[src/jsu_pkg.sv]
// ----------------------------------------------------------------------------
// jsu_pkg
// Shared types and constants for the JSON string unescaper: status codes,
// UTF-8 lead and continuation constants, and the queue word passed from the
// front to the back.
// ----------------------------------------------------------------------------
package jsu_pkg;

  // Result status codes.
  localparam logic [2:0] ST_BYTE      = 3'd0;
  localparam logic [2:0] ST_CLOSED    = 3'd1;
  localparam logic [2:0] ST_UNTERM    = 3'd2;
  localparam logic [2:0] ST_OPEN_ESC  = 3'd3;
  localparam logic [2:0] ST_BAD_ESC   = 3'd4;
  localparam logic [2:0] ST_BAD_HEX   = 3'd5;
  localparam logic [2:0] ST_SHORT_HEX = 3'd6;
  localparam logic [2:0] ST_NO_QUOTE  = 3'd7;

  // UTF-8 encoding limits and marks.
  localparam logic [15:0] CP_ONE_MAX  = 16'h007F;
  localparam logic [15:0] CP_TWO_MAX  = 16'h07FF;
  localparam logic [7:0]  LEAD_TWO    = 8'hC0;
  localparam logic [7:0]  LEAD_THREE  = 8'hE0;
  localparam logic [7:0]  CONT_MARK   = 8'h80;
  localparam logic [7:0]  CONT_MASK   = 8'h3F;

  // One queue word: all results caused by one input byte.
  typedef struct packed {
    logic [1:0]       res_cnt;  // 1 to 3 results
    logic [2:0]       status;
    logic [2:0][7:0]  bytes;    // bytes[0] goes out first
  } entry_t;

endpackage

[src/jsu_front.sv]
// ----------------------------------------------------------------------------
// jsu_front
// Parser front end. Tracks the literal mode and the partial \u code point,
// classifies each input word and pushes one queue word per input that causes
// results.
// ----------------------------------------------------------------------------
module jsu_front (
  input  logic              clk_i,
  input  logic              rst_ni,
  input  logic              in_valid_i,
  output logic              in_ready_o,
  input  logic [7:0]        in_byte_i,
  input  logic              input_end_i,
  input  logic              q_full_i,
  output logic              q_push_o,
  output jsu_pkg::entry_t   q_entry_o
);

  localparam logic [1:0] MODE_WAIT = 2'd0;
  localparam logic [1:0] MODE_STR  = 2'd1;
  localparam logic [1:0] MODE_ESC  = 2'd2;
  localparam logic [1:0] MODE_HEX  = 2'd3;

  logic [1:0]  mode_q, mode_d;
  logic [11:0] hex_acc_q, hex_acc_d;
  logic [1:0]  hex_cnt_q, hex_cnt_d;
  logic        accept;
  logic        digit_ok;
  logic [3:0]  digit;
  logic [15:0] code_pt;
  jsu_pkg::entry_t ent;

  assign in_ready_o = !q_full_i;
  assign accept     = in_valid_i && in_ready_o;

  always_comb begin
    digit_ok = 1'b1;
    digit    = 4'd0;
    if (in_byte_i >= "0" && in_byte_i <= "9") begin
      digit = 4'(in_byte_i - "0");
    end else if (in_byte_i >= "a" && in_byte_i <= "f") begin
      digit = 4'(in_byte_i - "a" + 8'd10);
    end else if (in_byte_i >= "A" && in_byte_i <= "F") begin
      digit = 4'(in_byte_i - "A" + 8'd10);
    end else begin
      digit_ok = 1'b0;
    end
  end

  assign code_pt = {hex_acc_q, digit};

  always_comb begin
    ent       = '0;
    ent.status = jsu_pkg::ST_BYTE;
    mode_d    = mode_q;
    hex_acc_d = hex_acc_q;
    hex_cnt_d = hex_cnt_q;
    if (input_end_i) begin
      ent.res_cnt = 2'd1;
      unique case (mode_q)
        MODE_STR: ent.status = jsu_pkg::ST_UNTERM;
        MODE_ESC: ent.status = jsu_pkg::ST_OPEN_ESC;
        MODE_HEX: ent.status = jsu_pkg::ST_SHORT_HEX;
        default:  ent.status = jsu_pkg::ST_NO_QUOTE;
      endcase
      mode_d    = MODE_WAIT;
      hex_acc_d = '0;
      hex_cnt_d = '0;
    end else begin
      unique case (mode_q)
        MODE_STR: begin
          if (in_byte_i == "\"") begin
            ent.res_cnt = 2'd1;
            ent.status  = jsu_pkg::ST_CLOSED;
            mode_d      = MODE_WAIT;
          end else if (in_byte_i == "\\") begin
            mode_d = MODE_ESC;
          end else begin
            ent.res_cnt  = 2'd1;
            ent.bytes[0] = in_byte_i;
          end
        end
        MODE_ESC: begin
          ent.res_cnt = 2'd1;
          mode_d      = MODE_STR;
          unique case (in_byte_i)
            "\"", "\\", "/": ent.bytes[0] = in_byte_i;
            "b":             ent.bytes[0] = 8'h08;
            "f":             ent.bytes[0] = 8'h0C;
            "n":             ent.bytes[0] = 8'h0A;
            "r":             ent.bytes[0] = 8'h0D;
            "t":             ent.bytes[0] = 8'h09;
            "u": begin
              ent.res_cnt = 2'd0;
              mode_d      = MODE_HEX;
              hex_acc_d   = '0;
              hex_cnt_d   = '0;
            end
            default: begin
              ent.status = jsu_pkg::ST_BAD_ESC;
              mode_d     = MODE_WAIT;
              hex_acc_d  = '0;
              hex_cnt_d  = '0;
            end
          endcase
        end
        MODE_HEX: begin
          if (!digit_ok) begin
            ent.res_cnt = 2'd1;
            ent.status  = jsu_pkg::ST_BAD_HEX;
            mode_d      = MODE_WAIT;
            hex_acc_d   = '0;
            hex_cnt_d   = '0;
          end else if (hex_cnt_q == 2'd3) begin
            // Fourth digit completes the code point; encode it as UTF-8.
            if (code_pt <= jsu_pkg::CP_ONE_MAX) begin
              ent.res_cnt  = 2'd1;
              ent.bytes[0] = code_pt[7:0];
            end else if (code_pt <= jsu_pkg::CP_TWO_MAX) begin
              ent.res_cnt  = 2'd2;
              ent.bytes[0] = jsu_pkg::LEAD_TWO | {3'd0, code_pt[10:6]};
              ent.bytes[1] = jsu_pkg::CONT_MARK | (code_pt[7:0] & jsu_pkg::CONT_MASK);
            end else begin
              ent.res_cnt  = 2'd3;
              ent.bytes[0] = jsu_pkg::LEAD_THREE | {4'd0, code_pt[15:12]};
              ent.bytes[1] = jsu_pkg::CONT_MARK | {2'd0, code_pt[11:6]};
              ent.bytes[2] = jsu_pkg::CONT_MARK | (code_pt[7:0] & jsu_pkg::CONT_MASK);
            end
            mode_d    = MODE_STR;
            hex_acc_d = '0;
            hex_cnt_d = '0;
          end else begin
            hex_acc_d = code_pt[11:0];
            hex_cnt_d = hex_cnt_q + 2'd1;
          end
        end
        default: begin
          if (in_byte_i == "\"") begin
            mode_d    = MODE_STR;
            hex_acc_d = '0;
            hex_cnt_d = '0;
          end else begin
            ent.res_cnt = 2'd1;
            ent.status  = jsu_pkg::ST_NO_QUOTE;
            hex_acc_d   = '0;
            hex_cnt_d   = '0;
          end
        end
      endcase
    end
  end

  assign q_push_o  = accept && (ent.res_cnt != 2'd0);
  assign q_entry_o = ent;

  always_ff @(posedge clk_i or negedge rst_ni) begin
    if (!rst_ni) begin
      mode_q    <= MODE_WAIT;
      hex_acc_q <= '0;
      hex_cnt_q <= '0;
    end else if (accept) begin
      mode_q    <= mode_d;
      hex_acc_q <= hex_acc_d;
      hex_cnt_q <= hex_cnt_d;
    end
  end

endmodule

[src/jsu_fifo.sv]
// ----------------------------------------------------------------------------
// jsu_fifo
// Short queue of result words between the front and the back. The oldest
// word sits in a head register; the words behind it wait in a small memory.
// ----------------------------------------------------------------------------
module jsu_fifo #(
  parameter int unsigned Depth = 4
) (
  input  logic             clk_i,
  input  logic             rst_ni,
  input  logic             push_i,
  input  jsu_pkg::entry_t  push_entry_i,
  output logic             full_o,
  input  logic             pop_i,
  output logic             empty_o,
  output jsu_pkg::entry_t  head_o
);

  localparam int unsigned PtrW = (Depth > 1) ? $clog2(Depth) : 1;
  localparam int unsigned CntW = $clog2(Depth + 1);

  jsu_pkg::entry_t mem_q [Depth];
  jsu_pkg::entry_t head_q;
  logic            head_vld_q;
  logic [PtrW-1:0] wr_ptr_q, rd_ptr_q;
  logic [CntW-1:0] cnt_q;
  logic            do_push, do_pop, to_head, refill, mem_push;

  assign full_o   = head_vld_q && (cnt_q == CntW'(Depth));
  assign empty_o  = !head_vld_q;
  assign head_o   = head_q;
  assign do_push  = push_i && !full_o;
  assign do_pop   = pop_i && head_vld_q;
  // A new word goes straight to the head when nothing older is left behind it.
  assign to_head  = do_push && (!head_vld_q || (do_pop && (cnt_q == '0)));
  assign refill   = do_pop && (cnt_q != '0);
  assign mem_push = do_push && !to_head;

  always_ff @(posedge clk_i) begin
    if (mem_push) begin
      mem_q[wr_ptr_q] <= push_entry_i;
    end
    if (to_head) begin
      head_q <= push_entry_i;
    end else if (refill) begin
      head_q <= mem_q[rd_ptr_q];
    end
  end

  always_ff @(posedge clk_i or negedge rst_ni) begin
    if (!rst_ni) begin
      head_vld_q <= 1'b0;
      wr_ptr_q   <= '0;
      rd_ptr_q   <= '0;
      cnt_q      <= '0;
    end else begin
      head_vld_q <= (head_vld_q && !do_pop) || to_head || refill;
      if (mem_push) begin
        wr_ptr_q <= (wr_ptr_q == PtrW'(Depth - 1)) ? '0 : wr_ptr_q + 1'b1;
      end
      if (refill) begin
        rd_ptr_q <= (rd_ptr_q == PtrW'(Depth - 1)) ? '0 : rd_ptr_q + 1'b1;
      end
      if (mem_push && !refill) begin
        cnt_q <= cnt_q + 1'b1;
      end else if (!mem_push && refill) begin
        cnt_q <= cnt_q - 1'b1;
      end
    end
  end

endmodule

[src/jsu_back.sv]
// ----------------------------------------------------------------------------
// jsu_back
// Result serializer. Sends the one to three results of the head queue word one
// per cycle when not stalled via an output register and marks the last one.
// ----------------------------------------------------------------------------
module jsu_back (
  input  logic             clk_i,
  input  logic             rst_ni,
  input  logic             q_empty_i,
  input  jsu_pkg::entry_t  q_head_i,
  output logic             q_pop_o,
  output logic             out_valid_o,
  input  logic             out_ready_i,
  output logic [7:0]       out_byte_o,
  output logic [2:0]       status_o,
  output logic             run_last_o
);

  logic       out_valid_q;
  logic [7:0] byte_q, byte_d;
  logic [2:0] status_q;
  logic       last_q, last_d;
  logic [1:0] idx_q;
  logic       load;

  assign load = !out_valid_q || out_ready_i;

  always_comb begin
    unique case (idx_q)
      2'd0:    byte_d = q_head_i.bytes[0];
      2'd1:    byte_d = q_head_i.bytes[1];
      2'd2:    byte_d = q_head_i.bytes[2];
      default: byte_d = '0;
    endcase
  end

  assign last_d  = (idx_q == (q_head_i.res_cnt - 2'd1));
  assign q_pop_o = load && !q_empty_i && last_d;

  always_ff @(posedge clk_i or negedge rst_ni) begin
    if (!rst_ni) begin
      out_valid_q <= 1'b0;
      idx_q       <= '0;
    end else if (load) begin
      out_valid_q <= !q_empty_i;
      if (!q_empty_i) begin
        idx_q <= last_d ? 2'd0 : idx_q + 2'd1;
      end
    end
  end

  always_ff @(posedge clk_i) begin
    if (load && !q_empty_i) begin
      byte_q   <= byte_d;
      status_q <= q_head_i.status;
      last_q   <= last_d;
    end
  end

  assign out_valid_o = out_valid_q;
  assign out_byte_o  = byte_q;
  assign status_o    = status_q;
  assign run_last_o  = last_q;

endmodule

[src/json_string_unescape_utf8_top.sv]
// Path: a result goes through the queue head register and then the output register.
// Throughput: one input word per cycle while the queue has room; the output side sends one
// result per cycle while out_ready_i is high; a \u escape of N bytes takes N result slots.
// The queue of FifoDepth + 1 words lets the front keep accepting while the back drains.
// Reset (rst_ni low, asynchronous): waits for an opening quote, queue and output empty.
// ----------------------------------------------------------------------------
// json_string_unescape_utf8_top
// JSON string literal unescaper with UTF-8 output for \u escapes.
// ----------------------------------------------------------------------------
module json_string_unescape_utf8_top #(
  parameter int unsigned FifoDepth = 4
) (
  input  logic       clk_i,
  input  logic       rst_ni,
  input  logic       in_valid_i,
  output logic       in_ready_o,
  input  logic [7:0] in_byte_i,
  input  logic       input_end_i,
  output logic       out_valid_o,
  input  logic       out_ready_i,
  output logic [7:0] out_byte_o,
  output logic [2:0] status_o,
  output logic       run_last_o
);

  logic            q_full, q_empty, q_push, q_pop;
  jsu_pkg::entry_t q_in, q_head;

  jsu_front u_front (
    .clk_i       (clk_i),
    .rst_ni      (rst_ni),
    .in_valid_i  (in_valid_i),
    .in_ready_o  (in_ready_o),
    .in_byte_i   (in_byte_i),
    .input_end_i (input_end_i),
    .q_full_i    (q_full),
    .q_push_o    (q_push),
    .q_entry_o   (q_in)
  );

  jsu_fifo #(
    .Depth (FifoDepth)
  ) u_fifo (
    .clk_i        (clk_i),
    .rst_ni       (rst_ni),
    .push_i       (q_push),
    .push_entry_i (q_in),
    .full_o       (q_full),
    .pop_i        (q_pop),
    .empty_o      (q_empty),
    .head_o       (q_head)
  );

  jsu_back u_back (
    .clk_i       (clk_i),
    .rst_ni      (rst_ni),
    .q_empty_i   (q_empty),
    .q_head_i    (q_head),
    .q_pop_o     (q_pop),
    .out_valid_o (out_valid_o),
    .out_ready_i (out_ready_i),
    .out_byte_o  (out_byte_o),
    .status_o    (status_o),
    .run_last_o  (run_last_o)
  );

endmodule

[config.mk]
export PLATFORM = sky130hd
export DESIGN_NAME = json_string_unescape_utf8_top
export DESIGN_NICKNAME = d
export VERILOG_FILES = /design/src/jsu_pkg.sv /design/src/jsu_front.sv /design/src/jsu_fifo.sv /design/src/jsu_back.sv /design/src/json_string_unescape_utf8_top.sv
export SDC_FILE = /design/constraint.sdc
export NUM_CORES = 1
export LEC_CHECK = 0
export ABC_AREA = 1
export BUFFER_PORTS_ARGS = -buffer_cell sky130_fd_sc_hd__buf_2
export CAP_MARGIN = 20
export CELL_PAD_IN_SITES_DETAIL_PLACEMENT = 1
export CELL_PAD_IN_SITES_GLOBAL_PLACEMENT = 1
export CORE_MARGIN = 5
export CORE_UTILIZATION = 30
export DETAILED_ROUTE_END_ITERATION = 8
export GPL_TIMING_DRIVEN = 0
export PLACE_DENSITY = 0.52
export SETUP_SLACK_MARGIN = 0.05
export SLEW_MARGIN = 20
export SYNTH_ARGS = -nofsm -noshare
export SYNTH_HDL_FRONTEND = slang
export SYNTH_HIERARCHICAL = 1
export SYNTH_SLANG_ARGS = --single-unit
[constraint.sdc]
create_clock -name clk_i -period 3.93 [get_ports clk_i]
set_input_delay 0.393 -clock clk_i [delete_from_list [all_inputs] [get_ports clk_i]]
set_output_delay 0.393 -clock clk_i [all_outputs]
set_load 0.02 [all_outputs]
Yosys cells after proc, flatten, opt, wreduce, memory -nomap -nowiden
Memories as Yosys holds them, arrays and structs flattened.
Index checks and enable logic that the tools add are counted.
{"block": "word_totals", "reg_bits": 68, "ramBits": 116, "output_inout_bits": 14, "word_cells": 162, "mem_count": 1}
{"block": "op_classes", "addsub": 12, "n_lt_le_gt_ge": 8, "eq_ne": 23, "n_mux": 60, "n_reduce_logical": 41}
{"memory": "u_fifo.mem_q", "depth": 4, "word_bits": 29, "rd": 1, "rd_clocked_by_memory_dff": 0, "wr": 1, "line_no": "jsu_fifo.sv:22", "source": "jsu_pkg::entry_t mem_q [Depth];"}
{"operator": "$mux 24", "n": 3}
{"operator": "$mux 29", "n": 2}
{"operator": "$eq 8x7->1 const B", "n": 7}
{"operator": "$mux 12", "n": 4}
{"operator": "$pmux 8 s3", "n": 2}
{"operator": "$pmux 8 s6", "n": 1}
{"operator": "$pmux 12 s3", "n": 1}
{"operator": "$mux 2", "n": 17}
{"operator": "$mux 16", "n": 2}
{"operator": "$mux 8", "n": 4}
{"operator": "$logic_and 1x1->1", "n": 17}
{"operator": "$eq 8x6->1 const B", "n": 2}
{"operator": "$ge 8x7->1 const B", "n": 2}
{"operator": "$le 16x11->1 const B", "n": 1}
{"operator": "$le 16x7->1 const B", "n": 1}
{"operator": "$le 8x7->1 const B", "n": 2}
{"operator": "$mux 4", "n": 4}
{"operator": "$pmux 5 s3", "n": 1}
{"operator": "$mux 14", "n": 1}
{"operator": "$eq 2x2->1 const B", "n": 6}
{"operator": "$mux 3", "n": 4}
{"operator": "$pmux 2 s3", "n": 2}
{"operator": "$sub 4x1->4 const B", "n": 3}
{"operator": "$mux 1", "n": 9}
{"operator": "other kinds (30)", "n": 46}

Logic depth before layout (Yosys ltp)
Gate-level depths: netlist of the first run.
{"block": "logic_depth", "word_depth": 22, "mapped_depth": 22}

By module
Netlist of the first run, hierarchy kept.
{"module": "jsu_fifo", "n_inst": 1, "cells_each": 621, "area_each_um2": 6622.6, "seq_area_each_um2": 4554.4}
{"module": "jsu_front", "n_inst": 1, "cells_each": 322, "area_each_um2": 1996.9, "seq_area_each_um2": 400.4}
{"module": "jsu_back", "n_inst": 1, "cells_each": 98, "area_each_um2": 837.1, "seq_area_each_um2": 435.4}

Worst setup path after synthesis of the first run
No wires, ideal clock.
{"block": "synth_path", "path_kind": "input-to-reg", "from": "in in_byte_i[0]", "to": "mem u_fifo/mem_q[0][0] (netlist name), enable pin", "setup_time_ps": 415, "t_arrival_ps": 3085, "path_slack_ps": 430, "path_stages": 15, "n_path_buf": 0, "cell_sequence": "inv_1 > ha_1 > inv_1 > nand3_1 > nand2_4 > nand2_8 > nand2_4 > nor2_4 > nand3_1 > nand3_1 > nand2_1 > inv_1 > a21boi_4 > nand2_1 > nor2_1"}
{"block": "synth_between", "elab_chain_len": 20, "word_cells_on_any_way": 43, "classes_between": "5 x add/sub; 8 x order compare; 3 x eq/ne; 18 x mux; 9 x reduce/logical"}
{"element": "from (decl)", "line_no": "json_string_unescape_utf8_top.sv:17", "source": "input logic [7:0] in_byte_i,"}
{"element": "$sub 4x1->4 (tied with other cells)", "line_no": "jsu_front.sv:42, jsu_front.sv:44"}
{"element": "$add 4x4->4 / $logic_and 1x1->1 (equally long branches)", "line_no": "jsu_front.sv:42, jsu_front.sv:44, jsu_front.sv:43"}
{"element": "$mux 4", "line_no": "jsu_front.sv:43", "source": "end else if (in_byte_i >= \"A\" && in_byte_i <= \"F\") begin"}
{"element": "$mux 4", "line_no": "jsu_front.sv:41", "source": "end else if (in_byte_i >= \"a\" && in_byte_i <= \"f\") begin"}
{"element": "$mux 4", "line_no": "jsu_front.sv:39", "source": "if (in_byte_i >= \"0\" && in_byte_i <= \"9\") begin"}
{"element": "$le 16x11->1", "line_no": "jsu_front.sv:119", "source": "end else if (code_pt <= jsu_pkg::CP_TWO_MAX) begin"}
{"element": "$mux 1", "line_no": "jsu_front.sv:119"}
{"element": "$mux 2", "line_no": "jsu_front.sv:116", "source": "if (code_pt <= jsu_pkg::CP_ONE_MAX) begin"}
{"element": "(+5 left out)"}
{"element": "$logic_and 1x1->1 *", "line_no": "jsu_front.sv:153", "source": "assign q_push_o = accept && (ent.res_cnt != 2'd0);"}
{"element": "via q_push", "line_no": "json_string_unescape_utf8_top.sv:26", "source": "logic q_full, q_empty, q_push, q_pop;"}
{"element": "$logic_and 1x1->1 *", "line_no": "jsu_fifo.sv:32", "source": "assign do_push = push_i && !full_o;"}
{"element": "$logic_and 1x1->1", "line_no": "jsu_fifo.sv:35", "source": "assign to_head = do_push && (!head_vld_q || (do_pop && (cnt_q == '0)));"}
{"element": "$logic_not 1->1", "line_no": "jsu_fifo.sv:37", "source": "assign mem_push = do_push && !to_head;"}
{"element": "$logic_and 1x1->1 *", "line_no": "jsu_fifo.sv:37"}
{"element": "$mux 1 *", "line_no": "jsu_fifo.sv:40", "source": "if (mem_push) begin"}
{"element": "$mux 1 (implied by the code) *", "line_no": "jsu_fifo.sv:41", "source": "mem_q[wr_ptr_q] <= push_entry_i;"}
{"element": "to (decl)", "line_no": "jsu_fifo.sv:22"}
Mark *: on every way through the listed nets, which the timed path passes. The rest lies on a longest branch.

Final worst setup path of the first run
{"block": "layout_path", "from": "reg u_front.mode_q[1]", "to": "reg u_fifo.cnt_q[2]"}
{"block": "layout_between", "elab_chain_len": 12, "word_cells_on_any_way": 16, "classes_between": "3 x eq/ne; 3 x mux; 10 x reduce/logical"}
{"element": "from (decl)", "line_no": "jsu_front.sv:24", "source": "logic [1:0] mode_q, mode_d;"}
{"element": "from (signal assigned)", "line_no": "jsu_front.sv:162", "source": "mode_q <= mode_d;"}
{"element": "$eq 2x2->1 / $eq 2x1->1 (equally long branches)", "line_no": "jsu_front.sv:70", "source": "unique case (mode_q)"}
{"element": "$pmux 5 s3 *", "line_no": "jsu_front.sv:70"}
{"element": "$mux 5 *", "line_no": "jsu_front.sv:58", "source": "if (input_end_i) begin"}
{"element": "$reduce_bool 2->1 *", "line_no": "jsu_front.sv:153"}
{"element": "$logic_and 1x1->1 *", "line_no": "jsu_front.sv:153"}
{"element": "via q_push", "line_no": "json_string_unescape_utf8_top.sv:26"}
{"element": "$logic_and 1x1->1 *", "line_no": "jsu_fifo.sv:32"}
{"element": "$logic_and 1x1->1", "line_no": "jsu_fifo.sv:35"}
{"element": "$logic_not 1->1", "line_no": "jsu_fifo.sv:37"}
{"element": "$logic_and 1x1->1 *", "line_no": "jsu_fifo.sv:37"}
{"element": "via u_fifo.mem_push", "line_no": "jsu_fifo.sv:27", "source": "logic do_push, do_pop, to_head, refill, mem_push;"}
{"element": "$logic_not 1->1", "line_no": "jsu_fifo.sv:66", "source": "end else if (!mem_push && refill) begin"}
{"element": "$logic_and 1x1->1", "line_no": "jsu_fifo.sv:66"}
{"element": "$reduce_bool 2->1 (no source line)"}
{"element": "to (signal assigned)", "line_no": "jsu_fifo.sv:65", "source": "cnt_q <= cnt_q + 1'b1;"}
{"element": "to (signal assigned)", "line_no": "jsu_fifo.sv:67", "source": "cnt_q <= cnt_q - 1'b1;"}
{"element": "to (decl)", "line_no": "jsu_fifo.sv:26", "source": "logic [CntW-1:0] cnt_q;"}
Marks and branches as above.
A chain may end at the register's enable or synchronous reset.

==> results of run 1 <==
Yosys cell counts (2+ instances only):
| cell | n | area, µm² |
|---|---|---|
| nand2_1 | 335 | 1260 |
| edfxtp_1 | 157 | 4710 |
| inv_1 | 131 | 492 |
| nand3_1 | 100 | 500 |
| nor2_1 | 98 | 368 |
| dfrtp_1 | 27 | 676 |
| buf_2 | 25 | 125 |
| or2_0 | 21 | 131 |
| ha_1 | 19 | 238 |
| a21oi_1 | 16 | 80.1 |
| or2_2 | 13 | 81.3 |
| o21ai_2 | 11 | 96.3 |
| o21ai_0 | 9 | 45.0 |
| nand2_2 | 8 | 50.1 |
| o21ai_1 | 8 | 40.0 |
| buf_6 | 6 | 67.6 |
| inv_2 | 6 | 22.5 |
| nand4_1 | 5 | 31.3 |
| clkbuf_1 | 4 | 15.0 |
| nand2_4 | 4 | 45.0 |
| nand3_2 | 4 | 40.0 |
| nor2_4 | 4 | 45.0 |
| nor2_2 | 3 | 18.8 |
| a21boi_0 | 2 | 15.0 |
| buf_4 | 2 | 15.0 |
| nand3_4 | 2 | 35.0 |
| nor3_1 | 2 | 10.0 |
timing repair:
item,CTS,global route
endpoints found under the setup margin,0,65
gates resized for setup,0,3
buffers inserted,0,4
cells by family (layout without fill, tap and decap cells):
kind of cell | Yosys count | after routing | share of synthesized area, %
and+or+nand+nor | 604 | 604 | 28.3
adders and majority gates | 20 | 20 | 2.73
other | 1 | 2 | 0.0397
AOI/OAI and AO/OA | 53 | 53 | 3.68
xor gates and xnor gates | 2 | 2 | 0.185
DFF | 184 | 184 | 57.0
buffers and inverters | 177 | 241 | 8.04
critical path, stage by stage, from the launching register on:
cell	delay, ps
dfrtp_1	400
ha_2	290
inv_1	110
nor2_1	250
nand2_4	110
nor2_4	130
nand3_1	170
nand3_1	140
nand2_1	70
inv_1	110
a21boi_4	310
nand2_2	230
inv_1	100
ha_1	160
inv_1	70
fa_1	380
nand2_1	80
nand3_1	80
xor2_1	140
stage by stage:
stage	hold slack, ps	util [%]	total power [µW]	setup TNS, ps	instance area [µm²]
after floorplan	97.4	-	5070	0	9460
after global placement	405	32.2	6130	-217760	10100
after detailed placement	406	32.6	6260	-7510	10200
after CTS	2.30	34.5	8020	0	10800
after global routing	42.1	34.7	8520	0	10900
final	-3.02	34.7	7930	0	10900
routing by layer:
| layer | global-route usage [%] | routed length (µm) | up-vias |
|---|---|---|---|
| met5 | 0 | 0 | - |
| met4 | 4.77 | 540 | 0 |
| met3 | 2.74 | 670 | 37 |
| met2 | 27.0 | 13200 | 85 |
| met1 | 20.6 | 12700 | 3316 |
| li1 | - | - | 3426 |
final cells by class:
class / instances / share of cell area, %
Sequential cell: 184 / 49.5
Multi-Input combinational cell: 681 / 30.8
Clock buffer: 23 / 4.80
Inverter: 138 / 4.77
Tap cell: 402 / 4.62
Timing Repair Buffer: 32 / 2.55
Buffer: 39 / 2.22
Clock inverter: 9 / 0.702
registers in the layout (all words and copies together), names as in the netlist:
| name | flops |
|---|---|
| u_fifo/rd_ptr_q | 2 |
| u_fifo/head_vld_q | 1 |
| u_front/mode_q | 2 |
| u_fifo/wr_ptr_q | 2 |
| u_front/hex_cnt_q | 2 |
| u_back/out_byte_o | 8 |
| u_fifo/head_o | 29 |
| u_fifo/cnt_q | 3 |
| u_fifo/mem_q | 116 |
| u_front/hex_acc_q | 12 |
| u_back/idx_q | 2 |
| u_back/out_valid_o | 1 |
| u_back/status_o | 3 |
| u_back/run_last_o | 1 |
worst min-delay path by stage:
stage | from | endpoint | slack (ps) | cells past startpoint
final | rst_ni | u_front/hex_cnt_q[0]$_DFFE_PN0P_ | -3 | 1
after CTS | rst_ni | u_front/mode_q[1]$_DFFE_PN0P_ | 2 | 1
after detailed placement | u_fifo/head_o[26]$_DFFE_PP_ | u_back/status_o[2]$_DFFE_PP_ | 410 | 0
after global placement | u_fifo/head_o[26]$_DFFE_PP_ | u_back/status_o[2]$_DFFE_PP_ | 410 | 0
after floorplan | rst_ni | u_back/idx_q[0]$_DFFE_PN0P_ | 100 | 0
after global routing | rst_ni | u_front/hex_cnt_q[0]$_DFFE_PN0P_ | 40 | 1
power by group through the flow:
| stage | registers (µW) | logic (µW) | clock network [µW] |
|---|---|---|---|
| after floorplan | 3150 | 1920 | 0 |
| final | 3070 | 3130 | 1730 |
| after global routing | 3130 | 3520 | 1870 |
| after detailed placement | 3120 | 3140 | 0 |
| after global placement | 3130 | 3000 | 0 |
| after CTS | 3080 | 3150 | 1790 |
==> metrics.md, run 1 <==
| Metric | Value |
|---|---|
| Worst Path Required | 4260 ps |
| Overflow left after global routing | 0 |
| Yosys Warn Count | 6 |
| Vias | roughly 6900 |
| Synth Flop Type | edfxtp_1 |
| Status | complete, but fails checks |
| Die X | between 150 and 200 µm |
| Chip Height | 188 µm |
| Worst reg-to-reg setup slack | 470 ps |
| Ant diodes | 0 |
| Max_slew headroom | 40.6% |
| Sink Count | 184 |
| Synthesis-to-finish area growth | 15.0% |
| R2R depth | 18 |
| Worst Setup SP | u_front/mode_q[1]$_DFFE_PN0P_ |
| Cell Int Power | 4770 µW |
| Post-route setup slack | 475 ps |
| CTS tree | yes |
| DRT iter0 DRCs | 315 |
| Net Sw Power | ~3200 µW |
| Routability cong. | 0.798 |
| Worst Hold Class | primary input to asynchronous set/reset pin |
| Synthesis-stage register bit count | approximately 180 |
| Finished Layout Cells | 1508 |
| Ys async rst share | roughly 15% |
| Area taken by flip-flops and latches | 0.00539 mm² |
| Tightest Pin Transition | around 900 ps |
| Pwr Density | 729 mW/mm² |
| Number of placement rows | 65 |
| Maximum VDD drop | 0.359 mV |
| Final ANT Viol Nets | 0 |
| Unrepaired setup endpoints after global routing | no |
| CP endpoint kind | register |
| Multi-input gate area | 0.00335 mm² |
| H-Tree Level Count | 4 |
| IO Port Bufs | 24 |
| Reg power frac | 38.7% |
| CP Class | register to register |
| Logic pwr share | a little under 40% |
| Critical path endpoint | u_fifo/cnt_q[2]$_DFFE_PN0P_ |
| Min Tclk post-route | 3460 ps |
| Worst flop-to-flop path startpoint | u_front/mode_q[1]$_DFFE_PN0P_ |
| Global-route wire length before repair | 42700 µm |
| I/O pin count | 27 |
| Vias in the first global route | 7205 |
| Initial antenna violation count | 0 |
| Synth Instances | 1041 |
| Avg Synthesized Cell Area | 9.08 µm² |
| DP HPWL | ~20000 µm |
| Clock latency on the worst-skew pair | about 440 ps |
| Nets | 1126 |
| Worst-path clk slew | 80 ps |
| TritonCTS Buffers | 17 |
| Clock Power Share | 21.9% |
| Max-slew violation count | 0 |
| Failing checks | hold timing |
| GR Util All Layers | 15.8% |
| Sequential fraction of the synthesis area | between 50% and 60% |
| Root Driver | clkbuf_16 |
| Final period util | roughly 88% |
| Most frequent cells in the layout | nand2_1 (332), edfxtp_1 (157), inv_1 (131), nand3_1 (100), nor2_1 (94) |
| Clk_skew | between 10 and 15 ps |
| Pre-CTS setup slack | -211 ps |
| Startpoint Class | register |
| Layout cells sized above 1 | 15.1% |
| Leak | 0.00479 µW |
| Commonest non-fill, non-tap cell in the layout | nand2_1 |
| Initial Utilization | a little under a third |
| Switching share of power | 39.9% |
| Final setup fails | 0 |
| EDFF count, synth | ~160 |
| Routed vias/inst | 4.55 |
| Hold Slack | -3.02 ps |
| Crit path max fanout | 7 |
| Netlist Area Pre-Place | 0.00946 mm² |
| FMAX | between 200 and 300 MHz |
| Die area | 0.0352 mm² |
| R2r endpoint | u_fifo/cnt_q[2]$_DFFE_PN0P_ |
| Core ar. | 0.0313 mm² |
| CTS max path bufs | 2 |
| DRC Markers | 0 |
| Drt pass-1 iters | 5 |
| Cell variety after synth | 46 |
| Number of cells after detailed placement | roughly 1500 |
| Final WL | 27100 µm |
| Final hold vios | 4 |
| Pin count of the biggest net entering global routing | 30 |
| Arr. time, crit path | about 3800 ps |
| FILL cells | 3623 |
| Hold buffer count at CTS | 0 |
| WL/cell | roughly 18 µm |
| MaxCap Viol Count | 0 |
No activity file was read; power rests on OpenSTA's default activity.
==> run 2: changes to the inputs <==
PLACE_DENSITY = 0.57   (was 0.52)
==> run 2 against run 1 <==
The flow still finishes with violations (hold timing). Routed wire length fell by 3.2%. Clock power fell by 2%. Clock skew rose by 4.6 ps. Register-to-register slack got worse by 95 ps. Die area did not move. Non-clock buffer count fell by 4. Flip-flop and latch count did not move. Sequential power barely moved. Worst setup slack got worse by 95 ps. Critical path type unchanged. Critical endpoint is now u_fifo/mem_q[3][21]$_DFFE_PP_. Highest routed layer unchanged.
==> metrics.md, run 2 (same netlist as run 1, synthesis figures left out) <==
| Metric | Value |
|---|---|
| Vias in the first global route | 7096 |
| Most frequent cells in the layout | nand2_1 (333), edfxtp_1 (157), inv_1 (131), nand3_1 (100), nor2_1 (94) |
| Status | complete, but fails checks |
| H-Tree Level Count | 4 |
| GR Util All Layers | 15.1% |
| CP Class | register to register |
| DP Area | 0.0102 mm² |
| Chip Height | 188 µm |
| Worst-path clk slew | about 80 ps |
| Number of placement rows | 65 |
| Arr. time, crit path | 3690 ps |
| Die area | between 0.03 and 0.04 mm² |
| Met2 WL | 13100 µm |
| Nets | 1122 |
| Hold Slack | -9.84 ps |
| Crit path max fanout | 16 |
| Register name with the most flops | u_fifo/mem_q |
| Final ANT Viol Nets | 0 |
| Failing checks | hold timing |
| DRT iter0 DRCs | 308 |
| Root Driver | clkbuf_16 |
| Pin count of the biggest net entering global routing | 30 |
| Max_slew headroom | about two fifths |
| Die X | 188 µm |
| Core ar. | 0.0313 mm² |
| CP endpoint kind | register |
| Min Tclk post-route | 3550 ps |
| # resized after CTS | 0 |
| I/O pin count | 27 |
| WL/cell | 17.4 µm |
| Post-CTS Setup Inserts | 0 |
| Commonest non-fill, non-tap cell in the layout | nand2_1 |
| Overflow left after global routing | 0 |
| Global-route wire length before repair | 41200 µm |
| Pwr Total | 7810 µW |
| Post-route cell area | 0.0108 mm² |
| CTS max path bufs | 2 |
| Worst Hold Class | primary input to asynchronous set/reset pin |
| Routability cong. | 0.808 |
| Worst Setup SP | u_front/hex_acc_q[8]$_DFFE_PN0P_ |
| CTS tree | yes |
| M1 WL | 12300 µm |
| Maximum VDD drop | 0.346 mV |
| Unrepaired setup endpoints after global routing | no |
| FMAX | ~280 MHz |
| Max-slew violation count | 0 |
| Sink Count | 184 |
| DRC Markers | 0 |
| Initial antenna violation count | 1 |
| Largest register FFs | 116 |
| Synthesis-to-finish area growth | 14.1% |
| Worst Path Required | between 4000 and 5000 ps |
| Leak | 0.00476 µW |
| Pwr Density | approximately 720 mW/mm² |
| Tightest Pin Transition | 893 ps |
| Final setup fails | 0 |
| Vias | 6795 |
| DR WL met3 | 655 µm |
| MaxCap Viol Count | 0 |
| IO Port Bufs | 24 |
| Final period util | 90.3% |
| Worst flop-to-flop path startpoint | u_front/hex_acc_q[8]$_DFFE_PN0P_ |
| Final hold vios | 7 |
| Drt pass-1 iters | 4 |
| Uppermost layer routed | met4 |
| TritonCTS Buffers | 17 |
| Clock latency on the worst-skew pair | roughly 440 ps |
| Routed vias/inst | 4.52 |
| Startpoint Class | register |
| Clk_skew | 18.5 ps |
| Hold buffer count at CTS | 0 |
| Layout cells sized above 1 | 14.7% |
| Initial Utilization | 30.2% |
| Ant diodes | 0 |
| Final WL | 26200 µm |
| DP HPWL | 19300 µm |
==> run 2: worst paths after layout <==
check / cells past startpoint / end / slack [ps]
min in group clk_i: 4 / u_back/out_valid_o$_DFFE_PN0N_ / 200
worst min register to register: 0 / u_back/status_o[2]$_DFFE_PP_ / 420
worst max-delay path: 15 / u_fifo/mem_q[3][21]$_DFFE_PP_ / 380
max in group asynchronous: 1 / u_fifo/rd_ptr_q[0]$_DFFE_PN0P_ / 3450
worst max register to register: 15 / u_fifo/mem_q[3][21]$_DFFE_PP_ / 380
worst min-delay path: 1 / u_front/mode_q[0]$_DFFE_PN0P_ / -10
==> run 2: final cells by class <==
| class | count | area [µm²] |
|---|---|---|
| inverter | 138 | 519 |
| sequential | 184 | 5390 |
| timing repair buffer | 28 | 223 |
| tap | 402 | 503 |
| multi-input combinational | 681 | 3340 |
| clock inverter | 12 | 103 |
| fill | 3613 | 20500 |
| clock buffer | 20 | 468 |
| buffer | 39 | 241 |
==> run 2: worst max-delay path, stage by stage (launching register included) <==
cell and delay (ps):
dfrtp_1 380, inv_1 120, nand3_1 170, nor2_4 210
nand2_1 250, nand2_1 230, nand2_1 70, nand3b_1 80
nand2_1 70, nand3_1 90, nand2_1 60, inv_1 140
a21boi_4 320, nand2_2 230, nor2_4 550, buf_16 240
==> run 2: power breakdown <==
group	leakage, µW	internal (µW)	switching (µW)
clock network	0.000288	888	798
logic	0.00266	915	2150
registers	0.00181	2870	188
total	0.00476	4680	3130
==> run 2: metal layers <==
layer	up-vias	track usage, %
met5	-	0
met1	3297	19.9
met2	75	26.6
met3	13	2.29
li1	3410	-
met4	0	3.02
==> run 2: through the flow <==
stage	util (%)	cells	worst slack, ps	setup TNS (ps)
after global routing	34.5	1504	69.1	0
final	34.5	1504	380	0
after detailed placement	32.6	1472	-117	-4320
after CTS	34.5	1504	183	0
after global placement	32.2	1468	-1820	-206310
after floorplan	-	1042	430	0
==> run 3: changes to the inputs <==
CORE_ASPECT_RATIO = 2   (was default)
CTS_CLUSTER_SIZE = 12   (was default)
PLACE_DENSITY = 0.59   (was 0.57)
clock period = 3.08 ns   (was 3.93 ns; I/O delays follow)
==> run 3 against run 2 <==
The run now ends clean. First-iteration DRC count up 3.2%. Critical path type unchanged. Clock-buffer cell count shrank 3. Utilization is 1.1 points higher. Clock power increased by 28%. Highest routed layer unchanged. Worst setup slack got worse by 160 ps. Critical endpoint is now u_fifo/cnt_q[2]$_DFFE_PN0P_.
==> metrics.md, run 3 (same netlist as run 1, synthesis figures left out) <==
| Metric | Value |
|---|---|
| Max_slew headroom | between 40% and 50% |
| Final WL | about 27000 µm |
| Vias | 7056 |
| Nets | 1143 |
| CTS tree | yes |
| Worst Path Required | 3420 ps |
| Clock latency on the worst-skew pair | between 400 and 500 ps |
| TritonCTS Buffers | 17 |
| M1 WL | 11800 µm |
| Layout cells sized above 1 | 18.3% |
| Met2 WL | 14500 µm |
| Final ANT Viol Nets | 0 |
| Leak | 0.00487 µW |
| Commonest non-fill, non-tap cell in the layout | nand2_1 |
| Tightest Pin Transition | 783 ps |
| Unrepaired setup endpoints after global routing | yes |
| Final setup fails | 0 |
| Hold Path End | u_back/out_valid_o$_DFFE_PN0N_ |
| FILL cells | 3699 |
| Vias in the first global route | 7586 |
| Global-route wire length before repair | 43000 µm |
| Core ar. | 0.0313 mm² |
| Status | completed |
| Uppermost layer routed | met4 |
| Number of placement rows | 92 |
| FMAX | 350 MHz |
| Crit path max fanout | 5 |
| Max-slew violation count | 0 |
| Initial antenna violation count | 0 |
| Chip Height | 261 µm |
| Register name with the most flops | u_fifo/mem_q |
| Startpoint Class | register |
| Number of cells after detailed placement | between 1000 and 1500 |
| Sink Count | 184 |
| Final hold vios | 0 |
| Ant diodes | 0 |
| Hold depth | 4 |
| DR WL met3 | 708 µm |
| Final period util | 92.8% |
| Root Driver | clkbuf_16 |
| IO Port Bufs | 24 |
| Initial Utilization | between 30% and 40% |
| Die X | 136 µm |
| Pin count of the biggest net entering global routing | 30 |
| Arr. time, crit path | approximately 3200 ps |
| Largest register FFs | ~120 |
| Worst Hold Launch | out_ready_i |
| Pwr Density | 923 mW/mm² |
| Synthesis-to-finish area growth | 17.7% |
| Worst flop-to-flop path startpoint | u_front/hex_acc_q[11]$_DFFE_PN0P_ |
| Routed vias/inst | 4.56 |
| Worst-path clk slew | 70 ps |
| CTS max path bufs | 2 |
| Drt pass-1 iters | 4 |
| Worst reg-to-reg setup slack | 220 ps |
| Clk_skew | 7.01 ps |
| GR Util All Layers | 16.0% |
| WL/cell | between 15 and 20 µm |
| MaxCap Viol Count | 0 |
| Min Tclk post-route | roughly 2900 ps |
| I/O pin count | 27 |
| H-Tree Level Count | 4 |
| R2r endpoint | u_fifo/cnt_q[2]$_DFFE_PN0P_ |
| Overflow left after global routing | 0 |
| Final core area utilization | 35.6% |
| Worst Hold Class | primary input to register |
| R2R depth | 21 |
| DRC Markers | 0 |
| Die area | about 0.035 mm² |
| CP Class | register to register |
| CP endpoint kind | register |
| Routability cong. | about 0.81 |
| Finished Layout Cells | approximately 1500 |
| DRT iter0 DRCs | 318 |
| Maximum VDD drop | 0.401 mV |
| Sum of negative setup slack | 0 ps |
| DP HPWL | 19600 µm |
| Most frequent cells in the layout | nand2_1 (329), edfxtp_1 (157), inv_1 (124), nand3_1 (97), nor2_1 (93) |
[run 3: where the power goes]
part | switching, µW | total [µW] | internal, µW
clock | 965 | 2160 | 1200
combinational | 2840 | 4170 | 1320
sequential | 278 | 3950 | 3670
total | 4090 | 10300 | 6190
[run 3: worst max-delay path by stage]
stage | slack [ps] | to | depth (start not counted) | start
floorplan | -340 | u_fifo/mem_q[0][0]$_DFFE_PP_ | 14 | u_front/hex_acc_q[10]$_DFFE_PN0P_
global placement | -2620 | u_fifo/mem_q[1][1]$_DFFE_PP_ | 16 | in_byte_i[0]
detailed placement | -1100 | u_fifo/cnt_q[2]$_DFFE_PN0P_ | 23 | in_byte_i[0]
CTS | 1 | u_fifo/cnt_q[2]$_DFFE_PN0P_ | 21 | u_front/hex_acc_q[10]$_DFFE_PN0P_
global route | -6 | u_fifo/cnt_q[2]$_DFFE_PN0P_ | 21 | u_front/hex_acc_q[11]$_DFFE_PN0P_
finish | 220 | u_fifo/cnt_q[2]$_DFFE_PN0P_ | 21 | u_front/hex_acc_q[11]$_DFFE_PN0P_
[run 3: routing by layer]
metal,GRT usage (%),vias up
met5,0,-
met4,4.06,0
met3,2.10,26
met2,29.0,81
met1,20.1,3489
li1,-,3460
[run 3: per-stage QoR]
stage / power (µW) / hold WS, ps / worst slack [ps] / cell area (µm²)
floorplan: 6470 / 12.4 / -337 / 9460
global placement: 7740 / 419 / -2620 / 10100
detailed placement: 7990 / 417 / -1100 / 10200
CTS: 10300 / 117 / 1.36 / 11000
global route: 11000 / 150 / -5.52 / 11100
finish: 10300 / 141 / 222 / 11100
[run 3: critical path, cell delays in order (launching register included)]
cell and delay (ps):
dfrtp_1 400, nor2_1 140, nand3_2 110, nor2_4 150
nand2_4 70, nand2_4 90, nand2_1 60, nand3b_1 70
nand2_1 80, nand3_2 90, nand2_4 80, inv_4 80
a21boi_4 220, nand2_4 90, inv_1 70, ha_2 170
inv_1 70, fa_2 340, inv_1 60, nand2_1 50
nand3_1 80, xor2_1 200
[run 3: final cells by class]
type                    count  area, µm²  share of cell area [%]
multi-input cells         681       3460                    31.1
plain buffers              39        250                    2.25
repair buffers             49        400                    3.60
flip-flops and latches    184       5390                    48.4
well taps                 423        529                    4.75
inverters                 138        524                    4.71
clock inverters            15        150                    1.35
clock buffers              17        425                    3.82
[run 3: timing repair]
item / in CTS / in global routing
hold buffers: 1 / 0
pin swaps: 4 / 8
endpoints found under the setup margin: 178 / 48
setup buffers: 12 / 8
gates resized for setup: 18 / 24
hold endpoints to repair: 19 / 0
